$ cat src/rtl/pdrb_pkg.sv
// pdrb_pkg: types, constants and helper functions of the pose estimator
// used by every rtl file of the block; depends on nothing
`default_nettype none
package pdrb_pkg;

  localparam int unsigned POS_W  = 32;
  localparam int unsigned HEAD_W = 20;
  localparam int unsigned REF_HEAD_W = 19;
  localparam int unsigned SPEED_W = 24;
  localparam int unsigned CFG_W  = 16;
  localparam int unsigned IDX_W  = 8;
  localparam int unsigned DIST_W = 25;
  localparam int unsigned CORD_W = 32;
  localparam int unsigned ANG_W  = 34;
  localparam int unsigned MUL_A_W = 33;
  localparam int unsigned MUL_B_W = 32;
  localparam int unsigned PROD_W = 65;
  localparam int unsigned ATAN_ENTRIES = 24;
  localparam int unsigned CNT_W = 5;

  localparam logic [IDX_W-1:0] REG_BLEND_GAIN  = 8'd0;
  localparam logic [IDX_W-1:0] REG_TICK_PERIOD = 8'd1;
  localparam logic [CFG_W-1:0] BLEND_GAIN_RST  = 16'd1311;
  localparam logic [CFG_W-1:0] TICK_PERIOD_RST = 16'd655;

  localparam logic signed [HEAD_W:0] PI_Q     = 21'sd205887;
  localparam logic signed [HEAD_W:0] TWO_PI_Q = 21'sd411774;
  localparam logic signed [ANG_W-1:0] HALF_PI_Q30 = 34'sd1686629713;
  localparam logic signed [ANG_W-1:0] PI_Q30      = 34'sd3373259426;
  localparam logic signed [CORD_W-1:0] CORDIC_START = 32'sd652032874;

  typedef enum logic [3:0] {
    ST_IDLE, ST_BLEND_X, ST_BLEND_Y, ST_DIST, ST_INC, ST_ROTATE,
    ST_MOVE_X, ST_MOVE_Y, ST_FINISH, ST_DONE
  } state_t;

  typedef enum logic [2:0] {
    MUL_BX, MUL_BY, MUL_LIN, MUL_ANG, MUL_CX, MUL_SY
  } mul_sel_t;

  typedef struct packed {
    logic     capture;
    logic     load;
    logic     prod_en;
    mul_sel_t mul_sel;
    logic     rnd30;
    logic     upd_x;
    logic     upd_y;
    logic     wrap_h;
    logic     dist_en;
    logic     inc_en;
    logic     cordic_start;
    logic     cordic_step;
    logic     final_h;
    logic     out_load;
  } cmd_t;

  typedef struct packed {
    logic last_iter;
  } status_t;

  function automatic logic [HEAD_W-1:0] wrap_heading(input logic signed [HEAD_W:0] h);
    logic signed [HEAD_W:0] v;
    v = h;
    if (v < -PI_Q) v = v + TWO_PI_Q;
    if (v > PI_Q) v = v - TWO_PI_Q;
    return v[HEAD_W-1:0];
  endfunction

  function automatic logic [29:0] atan_q30(input logic [CNT_W-1:0] i);
    logic [29:0] r;
    case (i)
      5'd0:  r = 30'd843314857;
      5'd1:  r = 30'd497837829;
      5'd2:  r = 30'd263043836;
      5'd3:  r = 30'd133525158;
      5'd4:  r = 30'd67021686;
      5'd5:  r = 30'd33543515;
      5'd6:  r = 30'd16775850;
      5'd7:  r = 30'd8388437;
      5'd8:  r = 30'd4194282;
      5'd9:  r = 30'd2097149;
      5'd10: r = 30'd1048575;
      5'd11: r = 30'd524287;
      5'd12: r = 30'd262143;
      5'd13: r = 30'd131071;
      5'd14: r = 30'd65535;
      5'd15: r = 30'd32767;
      5'd16: r = 30'd16383;
      5'd17: r = 30'd8191;
      5'd18: r = 30'd4095;
      5'd19: r = 30'd2047;
      5'd20: r = 30'd1023;
      5'd21: r = 30'd511;
      5'd22: r = 30'd255;
      5'd23: r = 30'd127;
      default: r = 30'd0;
    endcase
    return r;
  endfunction

  function automatic logic [POS_W-1:0] sat_pos(input logic signed [POS_W+1:0] v);
    logic [POS_W-1:0] r;
    if (v > 34'sh0_7FFF_FFFF) r = 32'h7FFF_FFFF;
    else if (v < -34'sh0_8000_0000) r = 32'h8000_0000;
    else r = v[POS_W-1:0];
    return r;
  endfunction

endpackage
`default_nettype wire

$ cat src/rtl/pdrb_if.sv
// pdrb interfaces: item, result and configuration channels
// depends on pdrb_pkg for widths
`default_nettype none
interface pdrb_item_if;
  logic valid;
  logic ready;
  logic op;
  logic signed [pdrb_pkg::POS_W-1:0] ref_x;
  logic signed [pdrb_pkg::POS_W-1:0] ref_y;
  logic signed [pdrb_pkg::REF_HEAD_W-1:0] ref_heading;
  logic signed [pdrb_pkg::SPEED_W-1:0] lin_speed;
  logic signed [pdrb_pkg::SPEED_W-1:0] ang_speed;
  modport source (output valid, op, ref_x, ref_y, ref_heading, lin_speed, ang_speed,
                  input ready);
  modport sink (input valid, op, ref_x, ref_y, ref_heading, lin_speed, ang_speed,
                output ready);
endinterface

interface pdrb_result_if;
  logic valid;
  logic ready;
  logic signed [pdrb_pkg::POS_W-1:0] est_x_out;
  logic signed [pdrb_pkg::POS_W-1:0] est_y_out;
  logic signed [pdrb_pkg::REF_HEAD_W-1:0] est_heading_out;
  modport source (output valid, est_x_out, est_y_out, est_heading_out, input ready);
  modport sink (input valid, est_x_out, est_y_out, est_heading_out, output ready);
endinterface

interface pdrb_cfg_if;
  logic valid;
  logic ready;
  logic [pdrb_pkg::IDX_W-1:0] index;
  logic [pdrb_pkg::CFG_W-1:0] data;
  modport source (output valid, index, data, input ready);
  modport sink (input valid, index, data, output ready);
endinterface
`default_nettype wire

$ cat src/rtl/pdrb_ctrl.sv
// pdrb_ctrl: sequencing state machine and result valid flag
// depends on pdrb_pkg
`default_nettype none
module pdrb_ctrl (
  input  wire logic             clk,
  input  wire logic             rst,
  input  wire logic             item_valid,
  input  wire logic             item_op,
  output logic                  item_ready,
  output logic                  result_valid,
  input  wire logic             result_ready,
  input  wire pdrb_pkg::status_t status,
  output pdrb_pkg::cmd_t        cmd
);

  pdrb_pkg::state_t state, state_next;
  logic out_free;

  assign out_free = !result_valid || result_ready;

  always_ff @(posedge clk) begin
    if (rst) begin
      state <= pdrb_pkg::ST_IDLE;
      result_valid <= 1'b0;
    end else begin
      state <= state_next;
      if (cmd.out_load) result_valid <= 1'b1;
      else if (result_ready) result_valid <= 1'b0;
    end
  end

  always_comb begin
    state_next = state;
    case (state)
      pdrb_pkg::ST_IDLE: begin
        if (item_valid) state_next = item_op ? pdrb_pkg::ST_BLEND_X : pdrb_pkg::ST_DONE;
      end
      pdrb_pkg::ST_BLEND_X: state_next = pdrb_pkg::ST_BLEND_Y;
      pdrb_pkg::ST_BLEND_Y: state_next = pdrb_pkg::ST_DIST;
      pdrb_pkg::ST_DIST:    state_next = pdrb_pkg::ST_INC;
      pdrb_pkg::ST_INC:     state_next = pdrb_pkg::ST_ROTATE;
      pdrb_pkg::ST_ROTATE: begin
        if (status.last_iter) state_next = pdrb_pkg::ST_MOVE_X;
      end
      pdrb_pkg::ST_MOVE_X:  state_next = pdrb_pkg::ST_MOVE_Y;
      pdrb_pkg::ST_MOVE_Y:  state_next = pdrb_pkg::ST_FINISH;
      pdrb_pkg::ST_FINISH:  state_next = pdrb_pkg::ST_DONE;
      pdrb_pkg::ST_DONE: begin
        if (out_free) state_next = pdrb_pkg::ST_IDLE;
      end
      default: state_next = pdrb_pkg::ST_IDLE;
    endcase
  end

  always_comb begin
    cmd = '0;
    cmd.mul_sel = pdrb_pkg::MUL_BX;
    item_ready = 1'b0;
    case (state)
      pdrb_pkg::ST_IDLE: begin
        item_ready = 1'b1;
        cmd.capture = item_valid;
        cmd.load = item_valid && !item_op;
      end
      pdrb_pkg::ST_BLEND_X: begin
        cmd.prod_en = 1'b1;
        cmd.mul_sel = pdrb_pkg::MUL_BX;
      end
      pdrb_pkg::ST_BLEND_Y: begin
        cmd.upd_x = 1'b1;
        cmd.prod_en = 1'b1;
        cmd.mul_sel = pdrb_pkg::MUL_BY;
      end
      pdrb_pkg::ST_DIST: begin
        cmd.upd_y = 1'b1;
        cmd.wrap_h = 1'b1;
        cmd.prod_en = 1'b1;
        cmd.mul_sel = pdrb_pkg::MUL_LIN;
      end
      pdrb_pkg::ST_INC: begin
        cmd.dist_en = 1'b1;
        cmd.cordic_start = 1'b1;
        cmd.prod_en = 1'b1;
        cmd.mul_sel = pdrb_pkg::MUL_ANG;
      end
      pdrb_pkg::ST_ROTATE: begin
        cmd.inc_en = 1'b1;
        cmd.cordic_step = 1'b1;
      end
      pdrb_pkg::ST_MOVE_X: begin
        cmd.prod_en = 1'b1;
        cmd.mul_sel = pdrb_pkg::MUL_CX;
      end
      pdrb_pkg::ST_MOVE_Y: begin
        cmd.rnd30 = 1'b1;
        cmd.upd_x = 1'b1;
        cmd.prod_en = 1'b1;
        cmd.mul_sel = pdrb_pkg::MUL_SY;
      end
      pdrb_pkg::ST_FINISH: begin
        cmd.rnd30 = 1'b1;
        cmd.upd_y = 1'b1;
        cmd.final_h = 1'b1;
      end
      pdrb_pkg::ST_DONE: begin
        cmd.out_load = out_free;
      end
      default: ;
    endcase
  end

endmodule
`default_nettype wire

$ cat src/rtl/pdrb_dp.sv
// pdrb_dp: pose registers, shared multiplier, rotation unit and result registers
// depends on pdrb_pkg
`default_nettype none
module pdrb_dp #(
  parameter int unsigned SINCOS_ITERATIONS = 16
) (
  input  wire logic                                      clk,
  input  wire logic                                      rst,
  input  wire pdrb_pkg::cmd_t                            cmd,
  output pdrb_pkg::status_t                              status,
  input  wire logic signed [pdrb_pkg::POS_W-1:0]         ref_x,
  input  wire logic signed [pdrb_pkg::POS_W-1:0]         ref_y,
  input  wire logic signed [pdrb_pkg::REF_HEAD_W-1:0]    ref_heading,
  input  wire logic signed [pdrb_pkg::SPEED_W-1:0]       lin_speed,
  input  wire logic signed [pdrb_pkg::SPEED_W-1:0]       ang_speed,
  input  wire logic                                      cfg_write,
  input  wire logic [pdrb_pkg::IDX_W-1:0]                cfg_index,
  input  wire logic [pdrb_pkg::CFG_W-1:0]                cfg_data,
  output logic signed [pdrb_pkg::POS_W-1:0]              est_x_out,
  output logic signed [pdrb_pkg::POS_W-1:0]              est_y_out,
  output logic signed [pdrb_pkg::REF_HEAD_W-1:0]         est_heading_out
);

  localparam int unsigned ITERS =
    (SINCOS_ITERATIONS > pdrb_pkg::ATAN_ENTRIES) ? pdrb_pkg::ATAN_ENTRIES : SINCOS_ITERATIONS;
  localparam logic [pdrb_pkg::CNT_W-1:0] LAST = pdrb_pkg::CNT_W'(ITERS - 1);

  logic [pdrb_pkg::CFG_W-1:0] blend_gain, tick_period;
  logic signed [pdrb_pkg::POS_W-1:0] rx, ry, pos_x, pos_y;
  logic signed [pdrb_pkg::SPEED_W-1:0] lin, ang;
  logic signed [pdrb_pkg::HEAD_W-1:0] heading, inc;
  logic signed [pdrb_pkg::DIST_W-1:0] distance;
  logic signed [pdrb_pkg::PROD_W-1:0] prod;
  logic signed [pdrb_pkg::MUL_A_W-1:0] mul_a;
  logic signed [pdrb_pkg::MUL_B_W-1:0] mul_b;
  logic signed [pdrb_pkg::PROD_W-1:0] r16, r30, rsel;
  logic signed [pdrb_pkg::POS_W+1:0] sum_x, sum_y;
  logic signed [pdrb_pkg::HEAD_W:0] inc_full, head_sum;
  logic signed [pdrb_pkg::ANG_W-1:0] z, z_init, z_adj, atan_ext;
  logic signed [pdrb_pkg::CORD_W-1:0] cx, cy, xs, ys;
  logic flip, flip_init;
  logic [pdrb_pkg::CNT_W-1:0] cnt;

  // configuration registers
  always_ff @(posedge clk) begin
    if (rst) begin
      blend_gain <= pdrb_pkg::BLEND_GAIN_RST;
      tick_period <= pdrb_pkg::TICK_PERIOD_RST;
    end else if (cfg_write) begin
      case (cfg_index)
        pdrb_pkg::REG_BLEND_GAIN:  blend_gain <= cfg_data;
        pdrb_pkg::REG_TICK_PERIOD: tick_period <= cfg_data;
        default: ;
      endcase
    end
  end

  // shared multiplier operands
  always_comb begin
    case (cmd.mul_sel)
      pdrb_pkg::MUL_BX: begin
        mul_a = 33'(rx) - 33'(pos_x);
        mul_b = {16'd0, blend_gain};
      end
      pdrb_pkg::MUL_BY: begin
        mul_a = 33'(ry) - 33'(pos_y);
        mul_b = {16'd0, blend_gain};
      end
      pdrb_pkg::MUL_LIN: begin
        mul_a = 33'(lin);
        mul_b = {16'd0, tick_period};
      end
      pdrb_pkg::MUL_ANG: begin
        mul_a = 33'(ang);
        mul_b = {16'd0, tick_period};
      end
      pdrb_pkg::MUL_CX: begin
        mul_a = 33'(distance);
        mul_b = cx;
      end
      pdrb_pkg::MUL_SY: begin
        mul_a = 33'(distance);
        mul_b = cy;
      end
      default: begin
        mul_a = '0;
        mul_b = '0;
      end
    endcase
  end

  // round half up
  assign r16 = (prod + 65'sd32768) >>> 16;
  assign r30 = (prod + 65'sd536870912) >>> 30;
  assign rsel = cmd.rnd30 ? r30 : r16;
  assign sum_x = 34'(pos_x) + rsel[pdrb_pkg::POS_W+1:0];
  assign sum_y = 34'(pos_y) + rsel[pdrb_pkg::POS_W+1:0];

  // increment clamp and heading sum
  always_comb begin
    inc_full = r16[pdrb_pkg::HEAD_W:0];
    if (r16 > 65'(pdrb_pkg::PI_Q)) inc_full = pdrb_pkg::PI_Q;
    else if (r16 < -65'(pdrb_pkg::PI_Q)) inc_full = -pdrb_pkg::PI_Q;
  end
  assign head_sum = 21'(heading) + 21'(inc);

  // rotation start angle, folded into plus or minus half pi
  always_comb begin
    z_init = 34'(heading) <<< 14;
    flip_init = 1'b0;
    z_adj = z_init;
    if (z_init > pdrb_pkg::HALF_PI_Q30) begin
      z_adj = z_init - pdrb_pkg::PI_Q30;
      flip_init = 1'b1;
    end else if (z_init < -pdrb_pkg::HALF_PI_Q30) begin
      z_adj = z_init + pdrb_pkg::PI_Q30;
      flip_init = 1'b1;
    end
  end

  assign xs = cx >>> cnt;
  assign ys = cy >>> cnt;
  assign atan_ext = {4'd0, pdrb_pkg::atan_q30(cnt)};
  assign status.last_iter = (cnt == LAST);

  always_ff @(posedge clk) begin
    if (rst) begin
      pos_x <= '0;
      pos_y <= '0;
      heading <= '0;
    end else begin
      if (cmd.load) begin
        pos_x <= ref_x;
        pos_y <= ref_y;
        heading <= 20'(ref_heading);
      end
      if (cmd.upd_x) pos_x <= pdrb_pkg::sat_pos(sum_x);
      if (cmd.upd_y) pos_y <= pdrb_pkg::sat_pos(sum_y);
      if (cmd.wrap_h) heading <= pdrb_pkg::wrap_heading(21'(heading));
      if (cmd.final_h) heading <= pdrb_pkg::wrap_heading(head_sum);
    end
  end

  always_ff @(posedge clk) begin
    if (cmd.capture) begin
      rx <= ref_x;
      ry <= ref_y;
      lin <= lin_speed;
      ang <= ang_speed;
    end
    if (cmd.prod_en) prod <= 65'(mul_a) * 65'(mul_b);
    if (cmd.dist_en) distance <= r16[pdrb_pkg::DIST_W-1:0];
    if (cmd.inc_en) inc <= inc_full[pdrb_pkg::HEAD_W-1:0];
    if (cmd.cordic_start) begin
      z <= z_adj;
      flip <= flip_init;
      cx <= pdrb_pkg::CORDIC_START;
      cy <= '0;
      cnt <= '0;
    end else if (cmd.cordic_step) begin
      if (status.last_iter) begin
        if (z >= 0) begin
          cx <= flip ? -(cx - ys) : (cx - ys);
          cy <= flip ? -(cy + xs) : (cy + xs);
        end else begin
          cx <= flip ? -(cx + ys) : (cx + ys);
          cy <= flip ? -(cy - xs) : (cy - xs);
        end
      end else if (z >= 0) begin
        cx <= cx - ys;
        cy <= cy + xs;
      end else begin
        cx <= cx + ys;
        cy <= cy - xs;
      end
      z <= (z >= 0) ? z - atan_ext : z + atan_ext;
      cnt <= cnt + 1'b1;
    end
    if (cmd.out_load) begin
      est_x_out <= pos_x;
      est_y_out <= pos_y;
      est_heading_out <= heading[pdrb_pkg::REF_HEAD_W-1:0];
    end
  end

endmodule
`default_nettype wire

$ cat src/rtl/pose_dead_reckoning_blend.sv
// pose_dead_reckoning_blend: planar pose estimator top level
// depends on pdrb_pkg, pdrb_if, pdrb_ctrl and pdrb_dp
//
// usage:
//   item_in carries one item per transfer: op 0 loads x, y and heading from
//   the reference pose, op 1 runs one tick (blend toward the reference,
//   move along the heading, turn by the yaw increment)
//   result_out carries the estimate after every item, one transfer per item
//   cfg writes blend_gain (index 0) or tick_period (index 1); other indices
//   are ignored; cfg is always ready, write only while idle
// timing:
//   a load goes straight to DONE and shows its result when the output is loaded
//   a tick runs the blend, distance and increment states, then the rotation unit,
//   which does one step per cycle, then the move and finish states and DONE
//   next item is taken in IDLE, the cycle after the result is loaded, so the
//   block takes no new item before the last one's result is loaded
// reset: estimate cleared to zero, registers to their defaults
// stall: a result waits in the output register; the next item is accepted
//   and worked on, and is held at the end until the output frees
`default_nettype none
module pose_dead_reckoning_blend #(
  parameter int unsigned SINCOS_ITERATIONS = 16
) (
  input wire logic       clk,
  input wire logic       rst,
  pdrb_item_if.sink      item_in,
  pdrb_result_if.source  result_out,
  pdrb_cfg_if.sink       cfg
);

  pdrb_pkg::cmd_t cmd;
  pdrb_pkg::status_t status;

  assign cfg.ready = 1'b1;

  pdrb_ctrl u_ctrl (
    .clk          (clk),
    .rst          (rst),
    .item_valid   (item_in.valid),
    .item_op      (item_in.op),
    .item_ready   (item_in.ready),
    .result_valid (result_out.valid),
    .result_ready (result_out.ready),
    .status       (status),
    .cmd          (cmd)
  );

  pdrb_dp #(
    .SINCOS_ITERATIONS (SINCOS_ITERATIONS)
  ) u_dp (
    .clk             (clk),
    .rst             (rst),
    .cmd             (cmd),
    .status          (status),
    .ref_x           (item_in.ref_x),
    .ref_y           (item_in.ref_y),
    .ref_heading     (item_in.ref_heading),
    .lin_speed       (item_in.lin_speed),
    .ang_speed       (item_in.ang_speed),
    .cfg_write       (cfg.valid),
    .cfg_index       (cfg.index),
    .cfg_data        (cfg.data),
    .est_x_out       (result_out.est_x_out),
    .est_y_out       (result_out.est_y_out),
    .est_heading_out (result_out.est_heading_out)
  );

endmodule
`default_nettype wire
$ cat src/flat_wrapper.sv
// flat-port wrapper written by rule: the top's interface ports become plain ports
module pose_dead_reckoning_blend_flat 
#(
  parameter int unsigned SINCOS_ITERATIONS = 16
)
  (clk, rst, item_in_valid, item_in_op, item_in_ref_x, item_in_ref_y, item_in_ref_heading, item_in_lin_speed, item_in_ang_speed, item_in_ready, result_out_valid, result_out_est_x_out, result_out_est_y_out, result_out_est_heading_out, result_out_ready, cfg_valid, cfg_index, cfg_data, cfg_ready);
  pdrb_item_if item_in_i ();
  pdrb_result_if result_out_i ();
  pdrb_cfg_if cfg_i ();
  input wire logic clk;
  input wire logic rst;
  input wire logic [$bits(item_in_i.valid)-1:0] item_in_valid;
  input wire logic [$bits(item_in_i.op)-1:0] item_in_op;
  input wire logic [$bits(item_in_i.ref_x)-1:0] item_in_ref_x;
  input wire logic [$bits(item_in_i.ref_y)-1:0] item_in_ref_y;
  input wire logic [$bits(item_in_i.ref_heading)-1:0] item_in_ref_heading;
  input wire logic [$bits(item_in_i.lin_speed)-1:0] item_in_lin_speed;
  input wire logic [$bits(item_in_i.ang_speed)-1:0] item_in_ang_speed;
  output wire logic [$bits(item_in_i.ready)-1:0] item_in_ready;
  output wire logic [$bits(result_out_i.valid)-1:0] result_out_valid;
  output wire logic [$bits(result_out_i.est_x_out)-1:0] result_out_est_x_out;
  output wire logic [$bits(result_out_i.est_y_out)-1:0] result_out_est_y_out;
  output wire logic [$bits(result_out_i.est_heading_out)-1:0] result_out_est_heading_out;
  input wire logic [$bits(result_out_i.ready)-1:0] result_out_ready;
  input wire logic [$bits(cfg_i.valid)-1:0] cfg_valid;
  input wire logic [$bits(cfg_i.index)-1:0] cfg_index;
  input wire logic [$bits(cfg_i.data)-1:0] cfg_data;
  output wire logic [$bits(cfg_i.ready)-1:0] cfg_ready;
  assign item_in_i.valid = item_in_valid;
  assign item_in_i.op = item_in_op;
  assign item_in_i.ref_x = item_in_ref_x;
  assign item_in_i.ref_y = item_in_ref_y;
  assign item_in_i.ref_heading = item_in_ref_heading;
  assign item_in_i.lin_speed = item_in_lin_speed;
  assign item_in_i.ang_speed = item_in_ang_speed;
  assign item_in_ready = item_in_i.ready;
  assign result_out_valid = result_out_i.valid;
  assign result_out_est_x_out = result_out_i.est_x_out;
  assign result_out_est_y_out = result_out_i.est_y_out;
  assign result_out_est_heading_out = result_out_i.est_heading_out;
  assign result_out_i.ready = result_out_ready;
  assign cfg_i.valid = cfg_valid;
  assign cfg_i.index = cfg_index;
  assign cfg_i.data = cfg_data;
  assign cfg_ready = cfg_i.ready;
  pose_dead_reckoning_blend #(.SINCOS_ITERATIONS(SINCOS_ITERATIONS)) u_core (.clk(clk), .rst(rst), .item_in(item_in_i), .result_out(result_out_i), .cfg(cfg_i));
endmodule
$ cat config.mk
export PLATFORM = sky130hd
export DESIGN_NAME = pose_dead_reckoning_blend_flat
export DESIGN_NICKNAME = d
export VERILOG_FILES = /design/src/rtl/pdrb_pkg.sv /design/src/rtl/pdrb_if.sv /design/src/rtl/pdrb_ctrl.sv /design/src/rtl/pdrb_dp.sv /design/src/rtl/pose_dead_reckoning_blend.sv /design/src/flat_wrapper.sv
export SDC_FILE = /design/constraint.sdc
export NUM_CORES = 2
export LEC_CHECK = 0
export BUFFER_PORTS_ARGS = -buffer_cell sky130_fd_sc_hd__buf_2
export CORE_ASPECT_RATIO = 1.75
export CORE_MARGIN = 4
export CORE_UTILIZATION = 67
export CTS_BUF_LIST = sky130_fd_sc_hd__clkbuf_4
export DETAILED_ROUTE_END_ITERATION = 16
export HOLD_SLACK_MARGIN = 0.08
export MAX_ROUTING_LAYER = met4
export PLACE_DENSITY = 0.85
export SETUP_SLACK_MARGIN = 0.3
export SLEW_MARGIN = 10
export SYNTH_ARGS = -nofsm -noshare
export SYNTH_HDL_FRONTEND = slang
export SYNTH_SLANG_ARGS = --single-unit
$ cat constraint.sdc
create_clock -name clk -period 14.65 [get_ports clk]
set_input_delay 2.93 -clock clk [delete_from_list [all_inputs] [get_ports clk]]
set_output_delay 2.93 -clock clk [all_outputs]
set_load 0.1 [all_outputs]
==> impl_metrics.json <==
{
  "worst_ep_arrival_time_ns": 14.49,
  "place.gp.congestion": 1.20,
  "synth_nets": 11900,
  "instances_no_fill": 12000,
  "finalInstanceArea_um2": 90900,
  "dp.final_hpwl_um": 289000,
  "report.final.slew_viol_count": 0,
  "drv_cap": 0,
  "cts-buffers-inserted": 140,
  "r2r-start": "u_core.u_dp.pos_x[3]",
  "dpl_cell_area_um2": 88700,
  "numClockSinks": 545,
  "grt_pass1_wl_um": 549000,
  "layout-drive-gt1-share_pct": 9.03,
  "cts_max_level": 4,
  "root_buffer": "clkbuf_4",
  "crit_required_ns": 15.55,
  "io_pins": 247,
  "r2r_end": "u_core.u_dp.prod[62]",
  "fp.dieW_um": 278,
  "grt_overflow_total": 0,
  "cp-end-kind": "flip-flop",
  "num_rows": 173,
  "rsz0062_at_grt": "false",
  "cpPeakStageDelay_ns": 1.13,
  "yosys_register_bits": 545,
  "relSlewSlack_pct": 7.26,
  "hp-class": "flip-flop to flip-flop",
  "grt_max_degree": 144,
  "first_pass_iters": 15,
  "synth_cell_types": 104,
  "die_area_um2": 134000,
  "syn_area_per_cell_um2": 8.47,
  "r2r_slack_ns": 1.05,
  "crit_slowest_cell": "a2111oi_1",
  "worstHoldPathCells": 1,
  "cts_tree": "done",
  "netlist_instances": 10100,
  "vias_per_cell": 7.00,
  "finalCritPeriodShare_pct": 92.8,
  "placed_cells": 11700,
  "holdPathEnd": "u_core.u_dp.tick_period[0]",
  "clock_path_buffers": 3,
  "min_from": "u_core.u_dp.tick_period[0]",
  "gr-usage-all-layers_pct": 57.6,
  "holdWs_ns": 0.473,
  "tightest_slew_ns": 1.39,
  "synth_ff_type": "edfxtp_1",
  "critical_path_class": "flip-flop to flip-flop",
  "final.setup.tns_ns": 0,
  "cts_resized": 0,
  "ys_top_cells_by_area": "fa_1 (26%), edfxtp_1 (11%), ha_1 (7.6%)",
  "ant_nets": 0,
  "post_cts_buffers": 0,
  "cp_max_fo": 17,
  "nNetsFinal": 11900,
  "syn_to_final_growth_pct": 6.38,
  "antenna_found_initial": 54,
  "initial_core_util_pct": 67.4,
  "ys.warnings.count": 0,
  "die_y_um": 480,
  "yosysTopAreaCellShare_pct": 26.3,
  "clk_latency_ns": 1.20,
  "cpMostUsedCell": "fa_1",
  "cts_hold_buf": 0,
  "synth_area_um2": 85400,
  "synthArstFlopShare_pct": 0,
  "synth_top_cell_by_area": "fa_1",
  "min_period_ns": 13.60,
  "grt_pass1_vias": 85200,
  "ys_seq_area_share_pct": 16.6,
  "setup_viol": 0,
  "wirelength_um": 373000,
  "drc_errors": 0,
  "worst_setup_path_start_kind": "flip-flop",
  "synth-edff-count": 325,
  "fmax_ghz": 0.0735,
  "r2r_cells": 43,
  "io_buffers": 245,
  "skew_ns": 0.148,
  "status": "finished, final reports clean",
  "drtIter0Drc": 11800,
  "core_area_um2": 127000,
  "num_vias": 83800,
  "worst_setup_hold_path_clk_slew_ns": 0.09,
  "avgRoutedWirePerCell_um": 31.1,
  "finalHoldViolations": 0
}
[registers in the layout (all words and copies together), names as in the netlist, 4 cells and up]
signal and cells:
u_core.u_dp.prod 50, u_core.u_dp.z 34, u_core.u_dp.cx 32, u_core.u_dp.cy 32, u_core.u_dp.est_x_out 32, u_core.u_dp.est_y_out 32
u_core.u_dp.pos_x 32, u_core.u_dp.pos_y 32, u_core.u_dp.rx 32, u_core.u_dp.ry 32, u_core.u_dp.atan_ext 30, u_core.u_dp.distance 25
u_core.u_dp.ang 24, u_core.u_dp.lin 24, u_core.u_dp.heading 20, u_core.u_dp.inc 20, u_core.u_dp.est_heading_out 19, u_core.u_dp.blend_gain 16
u_core.u_dp.tick_period 16, u_core.u_dp.cnt 5, u_core.u_ctrl.state 4
[area by class of cell]
type / count / area, µm²
Sequential cell: 545 / 14200
Clock buffer: 184 / 1380
Multi-Input combinational cell: 7485 / 64000
Fill cell: 9996 / 36000
Antenna cell: 55 / 138
Tap cell: 1662 / 2080
Inverter: 1532 / 5750
Clock inverter: 69 / 673
Timing Repair Buffer: 445 / 2740
[placed cells by master (no fill, tap or decap), types with 244 or more instances in the layout]
cell      synthesis  layout
inv_1          1527    1526
fa_1           1122    1122
nand2_1        1067    1067
nor2_1          944     935
ha_1            517     516
a21oi_1         472     469
o21ai_0         435     429
edfxtp_1        325     325
xnor2_1         323     322
buf_2             8     244
[worst max path at each step]
stage	from	slack [ns]	cells past startpoint	end
floorplan	u_core.u_dp.rx[0]	3.42	42	u_core.u_dp.prod[62]
global placement	u_core.u_dp.pos_x[1]	1.77	47	u_core.u_dp.prod[62]
detailed placement	u_core.u_dp.pos_x[1]	1.61	45	u_core.u_dp.prod[62]
CTS	u_core.u_dp.pos_x[3]	1.56	43	u_core.u_dp.prod[62]
global route	u_core.u_dp.pos_x[1]	0.57	45	u_core.u_dp.prod[62]
finish	u_core.u_dp.pos_x[3]	1.05	43	u_core.u_dp.prod[62]
[Yosys cell counts, drive strengths merged (167+ instances only)]
cell type	instances
inv	1530
fa	1122
nand2	1067
nor2	945
ha	517
a21oi	474
clkbuf	467
o21ai	448
edfxtp	325
xnor2	323
dfxtp	220
nor3	171
mux2i	170
nand3	168
xor2	167
[through the flow]
stage	setup WS (ns)	util [%]
2_1_floorplan	3.42	-
6_report	1.05	71.7
5_1_grt	0.575	71.7
4_1_cts	1.56	71.5
3_3_place_gp	1.77	69.9
3_5_place_dp	1.61	69.9
[per-layer routing]
metal | routed length [µm] | share of wire (%) | global-route usage, % | vias up
li1 | - | - | - | 34000
met1 | 102000 | 27 | 52.5 | 39500
met2 | 162000 | 44 | 85.2 | 6947
met3 | 50200 | 13 | 25.5 | 3403
met4 | 58200 | 16 | 62.0 | 0
met5 | 0 | 0 | - | -
[critical path, delay by kind of cell (launching register included)]
family                     cells  cell delay (ns)
AOI/OAI and AO/OA             18             5.23
adders and majority gates     10             4.81
buffers and inverters          9             1.35
and+or+nand+nor                5             1.14
DFF                            1             0.58
muxes                          1             0.16
[cell families (layout without fill, tap and decap cells)]
family,count (synthesis),after routing,share of synthesized area [%]
AND/OR/NAND/NOR,3068,3068,16.4
AO/OA/AOI/OAI,2062,2062,16.1
buffers and inverters,2054,2230,9.05
adder cells (fa/ha/maj),1639,1639,33.9
flip-flops,545,545,16.6
XOR/XNOR,490,490,5.02
multiplexers,225,225,3.03
other,1,56,0.00439
Power is not shown: default switching activity piles up to over one toggle a cycle in this logic, so the estimate is an artifact.
